### src/rtl/spd_pkg.sv
// shared types and constants of the serial packet deframer
package spd_pkg;

  localparam logic [7:0] MARK_BYTE = 8'h01;
  localparam logic [7:0] CHAR_BIAS = 8'd32;
  localparam logic [7:0] SEQ_LIMIT = 8'd63;
  localparam logic [7:0] HIGH_BITS = 8'd192;
  localparam logic [7:0] LEN_BIAS  = 8'd30;
  localparam logic [6:0] MIN_LEN   = 7'd5;
  localparam logic [6:0] LEN_RESET = 7'd64;

  localparam logic [2:0] ST_DATA    = 3'd0;
  localparam logic [2:0] ST_EMPTY   = 3'd1;
  localparam logic [2:0] ST_BAD_LEN = 3'd2;
  localparam logic [2:0] ST_BAD_SEQ = 3'd3;
  localparam logic [2:0] ST_BAD_SUM = 3'd4;

  typedef struct packed {
    logic       take;
    logic       emit;
    logic [2:0] emit_code;
    logic       fail_inc;
    logic       drain_start;
    logic       rd;
    logic       load_data;
  } spd_cmd_t;

  typedef struct packed {
    logic at_len;
    logic at_seq;
    logic at_final;
    logic len_bad;
    logic seq_bad;
    logic sum_ok;
    logic empty;
    logic drain_last;
    logic out_free;
  } spd_stat_t;

endpackage

### src/rtl/spd_ram.sv
// generic single write port ram with registered read
module spd_ram #(
  parameter int WIDTH = 8,
  parameter int DEPTH = 64
) (
  input  logic                     clk,
  input  logic                     we,
  input  logic [$clog2(DEPTH)-1:0] waddr,
  input  logic [WIDTH-1:0]         wdata,
  input  logic                     re,
  input  logic [$clog2(DEPTH)-1:0] raddr,
  output logic [WIDTH-1:0]         rdata
);

  logic [WIDTH-1:0] mem [DEPTH];

  always_ff @(posedge clk) begin
    if (we) begin
      mem[waddr] <= wdata;
    end
    if (re) begin
      rdata <= mem[raddr];
    end
  end

endmodule

### src/rtl/spd_datapath.sv
// deframer datapath: frame counters, checksum, payload buffer and result register
module spd_datapath #(
  parameter int BUFFER_DEPTH = 64
) (
  input  logic              clk,
  input  logic              rst,
  input  logic              cfg_wr_en,
  input  logic [6:0]        cfg_wr_data,
  input  logic [7:0]        rx_byte,
  input  spd_pkg::spd_cmd_t cmd,
  output spd_pkg::spd_stat_t st,
  output logic              m_tvalid,
  input  logic              m_tready,
  output logic [63:0]       m_tdata,
  output logic [2:0]        m_tuser,
  output logic              m_tlast
);
  import spd_pkg::*;

  localparam int AW = $clog2(BUFFER_DEPTH);
  localparam int FRAME_CAP = (BUFFER_DEPTH < 64) ? BUFFER_DEPTH : 64;

  logic [6:0]  max_len;
  logic [5:0]  pos;
  logic [6:0]  len;
  logic [7:0]  sum;
  logic [5:0]  seq;
  logic [7:0]  ptype;
  logic [31:0] fail;
  logic [5:0]  idx;

  logic [2:0]  out_status;
  logic [5:0]  out_seq;
  logic [7:0]  out_type;
  logic [7:0]  out_data;
  logic [5:0]  out_idx;
  logic        out_last;
  logic [31:0] out_bad;

  logic [6:0]  limit;
  logic [5:0]  chk_low;
  logic [7:0]  check;
  logic [31:0] fail_next;
  logic        wr_en;
  logic [7:0]  ram_rdata;
  logic [6:0]  rd_pos;

  assign limit = (max_len < 7'(FRAME_CAP)) ? max_len : 7'(FRAME_CAP);
  assign chk_low = sum[5:0] + {4'b0000, 2'((sum & HIGH_BITS) >> 6)};
  assign check = {2'b00, chk_low} + CHAR_BIAS;

  always_comb begin
    st.at_len     = (pos == 6'd1);
    st.at_seq     = (pos == 6'd2);
    st.at_final   = (pos >= 6'd4) && !(({1'b0, pos} + 7'd1) < len);
    st.len_bad    = (rx_byte < (LEN_BIAS + 8'(MIN_LEN))) ||
                    ((rx_byte - LEN_BIAS) > {1'b0, limit});
    st.seq_bad    = (rx_byte < CHAR_BIAS) || (rx_byte > (CHAR_BIAS + SEQ_LIMIT));
    st.sum_ok     = (check == rx_byte);
    st.empty      = (len == MIN_LEN);
    st.drain_last = (({1'b0, idx} + 7'd1) == (len - MIN_LEN));
    st.out_free   = !m_tvalid || m_tready;
  end

  assign fail_next = (cmd.fail_inc && (fail != '1)) ? fail + 32'd1 : fail;
  assign wr_en = cmd.take && (pos >= 6'd4) && !st.at_final;
  assign rd_pos = 7'd4 + {1'b0, idx};

  always_ff @(posedge clk) begin
    if (rst) begin
      max_len <= LEN_RESET;
    end else if (cfg_wr_en) begin
      max_len <= cfg_wr_data;
    end
  end

  always_ff @(posedge clk) begin
    if (rst) begin
      pos  <= '0;
      len  <= '0;
      sum  <= '0;
      fail <= '0;
    end else begin
      fail <= fail_next;
      if (cmd.take) begin
        priority if (pos == 6'd0) begin
          if (rx_byte == MARK_BYTE) begin
            sum <= '0;
            pos <= 6'd1;
          end
        end else if (st.at_len) begin
          if (st.len_bad) begin
            pos <= '0;
          end else begin
            len <= 7'(rx_byte - LEN_BIAS);
            sum <= rx_byte;
            pos <= 6'd2;
          end
        end else if (st.at_seq) begin
          if (st.seq_bad) begin
            pos <= '0;
          end else begin
            sum <= sum + rx_byte;
            pos <= 6'd3;
          end
        end else if (st.at_final) begin
          pos <= '0;
        end else begin
          sum <= sum + rx_byte;
          pos <= pos + 6'd1;
        end
      end
    end
  end

  always_ff @(posedge clk) begin
    if (cmd.take && st.at_seq) begin
      seq <= 6'(rx_byte - CHAR_BIAS);
    end
    if (cmd.take && (pos == 6'd3)) begin
      ptype <= rx_byte;
    end
    if (cmd.drain_start) begin
      idx <= '0;
    end else if (cmd.load_data) begin
      idx <= idx + 6'd1;
    end
  end

  spd_ram #(
    .WIDTH(8),
    .DEPTH(BUFFER_DEPTH)
  ) u_buf (
    .clk   (clk),
    .we    (wr_en),
    .waddr (AW'(pos)),
    .wdata (rx_byte),
    .re    (cmd.rd),
    .raddr (AW'(rd_pos)),
    .rdata (ram_rdata)
  );

  always_ff @(posedge clk) begin
    if (rst) begin
      m_tvalid <= 1'b0;
    end else if (cmd.emit || cmd.load_data) begin
      m_tvalid <= 1'b1;
    end else if (m_tready) begin
      m_tvalid <= 1'b0;
    end
  end

  always_ff @(posedge clk) begin
    if (cmd.emit) begin
      out_status <= cmd.emit_code;
      out_data   <= '0;
      out_idx    <= '0;
      out_last   <= 1'b1;
      out_bad    <= fail_next;
      if ((cmd.emit_code == ST_BAD_LEN) || (cmd.emit_code == ST_BAD_SEQ)) begin
        out_seq  <= '0;
        out_type <= '0;
      end else begin
        out_seq  <= seq;
        out_type <= ptype;
      end
    end else if (cmd.load_data) begin
      out_status <= ST_DATA;
      out_seq    <= seq;
      out_type   <= ptype;
      out_data   <= ram_rdata;
      out_idx    <= idx;
      out_last   <= st.drain_last;
      out_bad    <= fail;
    end
  end

  assign m_tdata = {4'b0000, out_bad, out_idx, out_data, out_type, out_seq};
  assign m_tuser = out_status;
  assign m_tlast = out_last;

  a_load_when_free: assert property (@(posedge clk) disable iff (rst)
    (cmd.emit || cmd.load_data) |-> st.out_free)
    else $error("result register loaded while occupied");

  a_fail_monotonic: assert property (@(posedge clk) disable iff (rst)
    !rst |=> (fail >= $past(fail)))
    else $error("checksum failure count went down");

  a_status_last: assert property (@(posedge clk) disable iff (rst)
    (m_tvalid && (m_tuser != ST_DATA)) |-> m_tlast)
    else $error("status result without tlast");

endmodule

### src/rtl/spd_ctrl.sv
// deframer controller: receive, buffer read and result drain sequencing
module spd_ctrl (
  input  logic               clk,
  input  logic               rst,
  input  logic               s_tvalid,
  output logic               s_tready,
  input  spd_pkg::spd_stat_t st,
  output spd_pkg::spd_cmd_t  cmd
);
  import spd_pkg::*;

  typedef enum logic [2:0] {
    S_RECV = 3'b001,
    S_READ = 3'b010,
    S_SEND = 3'b100
  } state_t;

  state_t state, state_next;

  assign s_tready = (state == S_RECV) && st.out_free;

  always_comb begin
    state_next      = state;
    cmd             = '0;
    cmd.take        = s_tvalid && s_tready;
    cmd.emit_code   = ST_DATA;
    unique case (state)
      S_RECV: begin
        if (cmd.take) begin
          priority if (st.at_len && st.len_bad) begin
            cmd.emit      = 1'b1;
            cmd.emit_code = ST_BAD_LEN;
          end else if (st.at_seq && st.seq_bad) begin
            cmd.emit      = 1'b1;
            cmd.emit_code = ST_BAD_SEQ;
          end else if (st.at_final && !st.sum_ok) begin
            cmd.emit      = 1'b1;
            cmd.emit_code = ST_BAD_SUM;
            cmd.fail_inc  = 1'b1;
          end else if (st.at_final && st.empty) begin
            cmd.emit      = 1'b1;
            cmd.emit_code = ST_EMPTY;
          end else if (st.at_final) begin
            cmd.drain_start = 1'b1;
            state_next      = S_READ;
          end else begin
            cmd.emit = 1'b0;
          end
        end
      end
      S_READ: begin
        cmd.rd     = 1'b1;
        state_next = S_SEND;
      end
      S_SEND: begin
        if (st.out_free) begin
          cmd.load_data = 1'b1;
          state_next    = st.drain_last ? S_RECV : S_READ;
        end
      end
      default: state_next = S_RECV;
    endcase
  end

  always_ff @(posedge clk) begin
    if (rst) begin
      state <= S_RECV;
    end else begin
      state <= state_next;
    end
  end

  a_drain_end: assert property (@(posedge clk) disable iff (rst)
    (state == S_SEND && st.out_free && st.drain_last) |=> (state == S_RECV))
    else $error("drain did not return to receive");

  a_drain_start: assert property (@(posedge clk) disable iff (rst)
    cmd.drain_start |=> (state == S_READ))
    else $error("drain start did not enter read");

endmodule

### src/rtl/serial_packet_deframer.sv
// top level of the serial packet deframer
//
//  channel   dir  request fields
//  s_*       in   tdata[7:0] rx_byte
//  m_*       out  tuser status; tdata seq, type, data, index, bad sum total; tlast last
//  cfg_*     in   cfg_wr_data max_packet_len, written when cfg_wr_en is high
//
// one received byte is taken per cycle while a packet is being read and the result register is free
// a status result is ready the cycle after its byte; a good packet drains its payload
// bytes one by one (buffer read, then result load), bytes wait meanwhile
// synchronous reset; the payload buffer needs no clearing pass
// a stalled m side holds the result register and blocks further bytes
module serial_packet_deframer #(
  parameter int BUFFER_DEPTH = 64
) (
  input  logic        clk,
  input  logic        rst,
  input  logic        s_tvalid,
  output logic        s_tready,
  input  logic [7:0]  s_tdata,     // rx_byte
  output logic        m_tvalid,
  input  logic        m_tready,
  output logic [63:0] m_tdata,     // seq_number, packet_type, data_byte, data_index, bad_sum_total
  output logic [2:0]  m_tuser,     // status
  output logic        m_tlast,
  input  logic        cfg_wr_en,
  input  logic [6:0]  cfg_wr_data  // max_packet_len
);
  import spd_pkg::*;

  spd_cmd_t  cmd;
  spd_stat_t st;

  spd_ctrl u_ctrl (
    .clk      (clk),
    .rst      (rst),
    .s_tvalid (s_tvalid),
    .s_tready (s_tready),
    .st       (st),
    .cmd      (cmd)
  );

  spd_datapath #(
    .BUFFER_DEPTH(BUFFER_DEPTH)
  ) u_dp (
    .clk         (clk),
    .rst         (rst),
    .cfg_wr_en   (cfg_wr_en),
    .cfg_wr_data (cfg_wr_data),
    .rx_byte     (s_tdata),
    .cmd         (cmd),
    .st          (st),
    .m_tvalid    (m_tvalid),
    .m_tready    (m_tready),
    .m_tdata     (m_tdata),
    .m_tuser     (m_tuser),
    .m_tlast     (m_tlast)
  );

endmodule

### config.mk
export PLATFORM = sky130hd
export DESIGN_NAME = serial_packet_deframer
export DESIGN_NICKNAME = d
export VERILOG_FILES = /design/src/rtl/spd_pkg.sv /design/src/rtl/spd_ram.sv /design/src/rtl/spd_datapath.sv /design/src/rtl/spd_ctrl.sv /design/src/rtl/serial_packet_deframer.sv
export SDC_FILE = /design/constraint.sdc
export NUM_CORES = 1
export LEC_CHECK = 0
export ABC_AREA = 1
export BUFFER_PORTS_ARGS = -buffer_cell sky130_fd_sc_hd__buf_2
export CAP_MARGIN = 20
export CORE_ASPECT_RATIO = 1.2
export CORE_MARGIN = 2
export CORE_UTILIZATION = 60
export DETAILED_ROUTE_END_ITERATION = 10
export PLACE_DENSITY = 0.84
export SLEW_MARGIN = 30
export SYNTH_ARGS = -nofsm -noshare
export SYNTH_HDL_FRONTEND = slang
export SYNTH_HIERARCHICAL = 1
export SYNTH_SLANG_ARGS = --single-unit
### constraint.sdc
create_clock -name clk -period 5.93 [get_ports clk]
set_clock_uncertainty 0.1 [all_clocks]
set_input_delay 0.2965 -clock clk [delete_from_list [all_inputs] [get_ports clk]]
set_output_delay 0.2965 -clock clk [all_outputs]
set_load 0.1 [all_outputs]
After elaboration in Yosys (flattened, before gate mapping)
Memories as Yosys holds them, arrays and structs flattened. A register that Yosys moved wholly into a read port is not among the register bits.
Cells that the tools add are included.
{"block": "word_totals", "regBits": 148, "mem_bits_rw": 512, "input_bits": 20, "output_inout_bits": 70, "n_memories": 1}
{"block": "classes", "add_sub_neg": 12, "magnitude_cmp": 7, "eq_ne": 24, "n_mux": 55, "n_bitwise": 2, "n_reduce_logical": 28}
{"name": "u_dp.u_buf.mem", "depth": 64, "width": 8, "rd": 1, "rd_clocked_by_memory_dff": 1, "wr": 1, "line_no": "spd_ram.sv:15", "source": "logic [WIDTH-1:0] mem [DEPTH];"}
{"operator": "32-bit two-way mux", "count": 3}
{"operator": "8-bit two-way mux", "count": 10}
{"operator": "6-bit two-way mux", "count": 10}
{"operator": "32-bit by 1-bit adder with 32-bit output (second input constant)", "count": 1}
{"operator": "32-bit inequality test (second input constant)", "count": 1}
{"operator": "3-bit two-way mux", "count": 9}
{"operator": "8-bit by 6-bit less-than comparator with 1-bit output (second input constant)", "count": 2}
{"operator": "6-bit by 1-bit adder with 7-bit output (second input constant)", "count": 2}
{"operator": "1-bit two-way mux", "count": 13}
{"operator": "6-bit by 1-bit adder with 6-bit output (second input constant)", "count": 2}
{"operator": "6-bit by 2-bit == test with 1-bit output (second input constant)", "count": 2}
{"operator": "1-bit logical AND", "count": 12}
{"operator": "4-bit two-way mux", "count": 3}
{"operator": "2-bit two-way mux", "count": 5}
{"operator": "2-bit inequality test (second input constant)", "count": 5}
{"operator": "3-bit by 2-bit == test with 1-bit output (second input constant)", "count": 3}
{"operator": "3-bit one-hot mux with 3 select lines", "count": 1}
{"operator": "8-bit adder", "count": 1}
{"operator": "7-bit by 8-bit == test with 1-bit output", "count": 1}
{"operator": "8-bit by 1-bit == test with 1-bit output (second input constant)", "count": 1}
{"operator": "8-bit by 7-bit > comparator with 1-bit output", "count": 1}
{"operator": "8-bit by 7-bit > comparator with 1-bit output (second input constant)", "count": 1}
{"operator": "8-bit by 5-bit subtractor with 8-bit output (second input constant)", "count": 1}
{"operator": "6-bit by 6-bit adder with 7-bit output (second input constant)", "count": 1}
{"operator": "26 further kinds", "count": 37}

Depth between registers and ports, before layout
{"block": "logic_depth", "depth_word": 15, "mapped_depth": 21}

By module
Netlist, hierarchy kept.
{"mod": "spd_ram", "instances": 1, "cells_per_inst": 1805, "area_per_inst_um2": 21419.3}
{"mod": "spd_datapath", "instances": 1, "cells_per_inst": 1072, "area_per_inst_um2": 8120.3}
{"mod": "spd_ctrl", "instances": 1, "cells_per_inst": 57, "area_per_inst_um2": 332.8}

Worst setup path before layout
No wires, ideal clock.
{"block": "synth_path", "path_type": "input to register", "start": "in s_tdata[1]", "end": "reg u_dp.out_status[0] (netlist: u_dp/m_tuser[0]) (enable)", "setup_time_ps": 403, "arrival_ps": 3417, "required_ps": 5427, "setup_slack_ps": 2010, "cell_stages": 17, "path_buffers": 2, "cell_sequence": "inv_1 -> nor2_1 -> a21oi_1 -> xor2_1 -> ha_1 -> and3_1 -> nand4_1 -> nand2_1 -> nand2_1 -> nand2_1 -> nand2_1 -> a21oi_1 -> a21oi_2 -> clkbuf_1 -> nor2_1 -> clkbuf_1 -> inv_1"}
{"element": "from (decl)", "line_no": "serial_packet_deframer.sv:20", "source": "input logic [7:0] s_tdata,"}
{"element": "to (signal assigned)", "line_no": "spd_datapath.sv:155", "source": "out_status <= cmd.emit_code;"}
{"element": "to (decl)", "line_no": "spd_datapath.sv:32", "source": "logic [2:0] out_status;"}

==> flow_summary.json <==
{
  "wl_per_cell_um": 20.2,
  "synthFlopType": "edfxtp_1",
  "rr_worst_depth": 18,
  "diodes": 0,
  "routed_via_density": 6.00,
  "avgSynthCellArea_um2": 10.2,
  "place_area_um2": 30400,
  "async_flop_share_pct": 0,
  "drt_iter0_drc": 2862,
  "synth.area.top_cells": "edfxtp_1, nand2_1, nand3_1",
  "place_hpwl_um": 46300,
  "die-height_um": 248,
  "num_rows": 89,
  "stdcell_count": 3687,
  "design_area_um2": 32600,
  "clockBufferDepth": 3,
  "yosysTopAreaCell": "edfxtp_1",
  "fin_setup_tns_ns": 0,
  "grt_use_total_pct": 28.5,
  "path_class": "reg -> reg",
  "endpoint_kind": "register",
  "period_needed_ns": 4.58,
  "die_w_um": 208,
  "ys_types": 52,
  "tightest_slew_ns": 0.970,
  "antenna_found_initial": 2,
  "grt_pass1_vias": 21400,
  "rsz0062_at_grt": "false",
  "core_region_area_um2": 49200,
  "setup_violations": 0,
  "die-area_um2": 51600,
  "slowest_delay_ns": 0.71,
  "ys_seq_elements": 668,
  "htree_levels": 3,
  "final.period_utilization_pct": 77.3,
  "synth_edf_count": 583,
  "grt_pass1_wl_um": 115000,
  "crit_path_end": "u_dp/out_bad[6]",
  "gp_congestion": 0.998,
  "detail-route-antenna-nets": 0,
  "leakagePower_nw": 12.5,
  "cts-buffers-inserted": 66,
  "vias": 22100,
  "vdd_drop_max_mv": 0.262,
  "drc": 0,
  "clk_latency_ns": 0.60,
  "cts_root_buf": "clkbuf_16",
  "ios": 90,
  "cp_max_fo": 27,
  "grt.overflow.total": 0,
  "final_net_count": 3055,
  "timing.final.max_slew_violations": 0,
  "crit_path_start": "u_dp/pos[1]",
  "cp.arrival_ns": 4.79,
  "regToRegSetupSlack_ns": 1.35,
  "slowest_stage": "a21boi_4",
  "synth_cells": 2934,
  "clkTransAtPathRegs_ns": 0.07,
  "cts.sink_count": 668,
  "ys_warn_count": 6,
  "syn_to_final_growth_pct": 9.26,
  "relSlewSlack_pct": 35.3,
  "hold_viol": 0,
  "path_cells": "ha_1 > nand4_1 > nand2_1 > inv_1 > ha_1 > nand2_1 > nor2_1 > nand2_1 > nand2_1 > nand2_1 > inv_1 > nand2_1 > nor3_2 > a21boi_4 > buf_4 > o21ai_2 > nand2_1 > o21ai_0",
  "layout-drive-gt1-share_pct": 8.72,
  "start_kind": "register",
  "ys_seq_area_share_pct": 64.3,
  "io_buffers": 85,
  "rr_startpoint": "u_dp/pos[1]",
  "routed_wl_um": 74500,
  "r2r_end": "u_dp/out_bad[6]",
  "cts_tree": "yes",
  "grt_max_degree": 147,
  "syn-cell-area_um2": 29900,
  "initial_core_util_pct": 60.7,
  "power_density_nw_per_um2": 297,
  "hold_path_class": "in -> reg",
  "first_pass_iters": 9,
  "ctsResizeCount": 0,
  "maxCapViolCount": 0,
  "fillers": 3534,
  "max_freq_mhz": 218,
  "status": "finished clean",
  "cp_common_cell": "nand2_1",
  "final_util_pct": 66.3,
  "place_inst": 3549,
  "synth_top_area_share_pct": 58.6,
  "cp.required_ns": 6.14
}
stage by stage:
| step | worst slack [ns] | power, mW | hold slack (ns) |
|---|---|---|---|
| after floorplan | 2.01 | 5.64 | 0.266 |
| after global placement | 1.37 | 5.81 | 0.330 |
| after detailed placement | 1.32 | 5.83 | 0.335 |
| after CTS | 1.22 | 9.71 | 0.0106 |
| after global routing | 0.991 | 9.96 | 0.0744 |
| final | 1.35 | 9.68 | 0.0800 |
layout by cell type, fill, tap and decap left out, types with 19 or more instances in the layout:
master,instances
nand4_1,21
buf_2,85
clkbuf_16,68
clkbuf_1,19
a21oi_1,48
xor2_1,39
inv_1,133
o21ai_0,39
nor3_1,19
nor2_1,197
dlygate4sd3_1,21
nand2_1,984
edfxtp_1,583
dfxtp_1,83
nand3_1,495
buf_4,34
ha_1,31
sequential cells by signal (all words and copies together), names as in the netlist, 6 cells and up:
register and cells:
u_dp/pos 6, u_dp/seq 6, u_dp/ptype 8, u_dp/out_bad 32
u_dp/out_seq 6, u_dp/out_idx 6, u_dp/fail 32, u_dp/idx 6
u_dp/sum 8, u_dp/max_len 7, u_dp/len 7, u_dp/u_buf/mem 512
u_dp/out_data 8, u_dp/u_buf/rdata 8, u_dp/out_type 8
layer usage:
layer | vias to the layer above | track usage (%) | wire, um
met4 | 4 | 14.0 | 3330
met2 | 1366 | 47.8 | 36300
met3 | 254 | 4.46 | 7350
li1 | 10100 | - | -
met5 | - | 0 | 30
met1 | 10400 | 36.4 | 27500
layout make-up:
cell class / count / area (um^2) / share of cell area [%]
Sequential cell: 668 / 19200 / 58.9
Multi-Input combinational cell: 1975 / 9150 / 28.0
Clock buffer: 89 / 1800 / 5.52
Timing Repair Buffer: 141 / 902 / 2.76
Tap cell: 637 / 797 / 2.44
Inverter: 149 / 573 / 1.76
Clock inverter: 28 / 201 / 0.617
how the worst min path moves through the flow:
stage                                       end  slack [ns]             start  depth (start not counted)
after floorplan                 u_ctrl/state[2]        0.27               rst                          1
after global placement         u_dp/out_data[1]        0.33  u_dp/out_data[1]                          2
after detailed placement       u_dp/out_data[7]        0.34  u_dp/out_data[7]                          2
after CTS                       u_dp/max_len[0]        0.01         cfg_wr_en                          3
after global routing      u_dp/u_buf/mem[54][4]        0.07        s_tdata[4]                          1
final                           u_dp/max_len[0]        0.08         cfg_wr_en                          3
repair_timing:
action,in CTS,in global routing
hold buffers,21,0
hold endpoints to repair,15,0
buffers inserted,0,0
endpoints found under the setup margin,0,0
cell usage after synthesis, types with 2 or more instances:
library cell  count
nand2_1         984
edfxtp_1        583
nand3_1         495
nor2_1          198
inv_1           137
dfxtp_1          85
a21oi_1          48
buf_2            42
buf_6            39
o21ai_0          39
xor2_1           39
ha_1             32
clkbuf_1         31
nand4_1          21
buf_4            20
nor3_1           20
buf_1            11
o21ai_1          11
xnor2_1          11
o21ai_2          10
inv_2             9
nor4_1            9
nor2_2            6
nand2_2           5
nand2_4           4
o211ai_1          4
nor2_4            3
nor3_2            3
a21boi_0          2
a21o_1            2
a21oi_2           2
and3_1            2
buf_8             2
clkinv_1          2
fa_1              2
nand2b_1          2
nand3_2           2
nand3b_1          2
o211a_1           2
kinds of logic after synthesis:
group,after synthesis,synth area share (%)
buf+inv,294,5.19
flops,668,64.3
other cells,1,0.0126
fa+ha+maj,34,1.47
simple gates,1761,25.1
xor+xnor,50,1.47
compound gates,126,2.45
power by group:
| group | switching, mW | internal (mW) |
|---|---|---|
| Combinational | 0.477 | 0.151 |
| Clock | 1.70 | 2.22 |
| Sequential | 0.0240 | 5.11 |
| Total | 2.20 | 7.49 |
critical path: cells and delay by family, from the launching register on:
kind	cells	cell delay (ns)
compound gates	3	0.89
fa+ha+maj	2	0.62
buf+inv	3	0.63
flops	1	0.61
simple gates	10	1.42
Power figures use the tool's default switching activity.
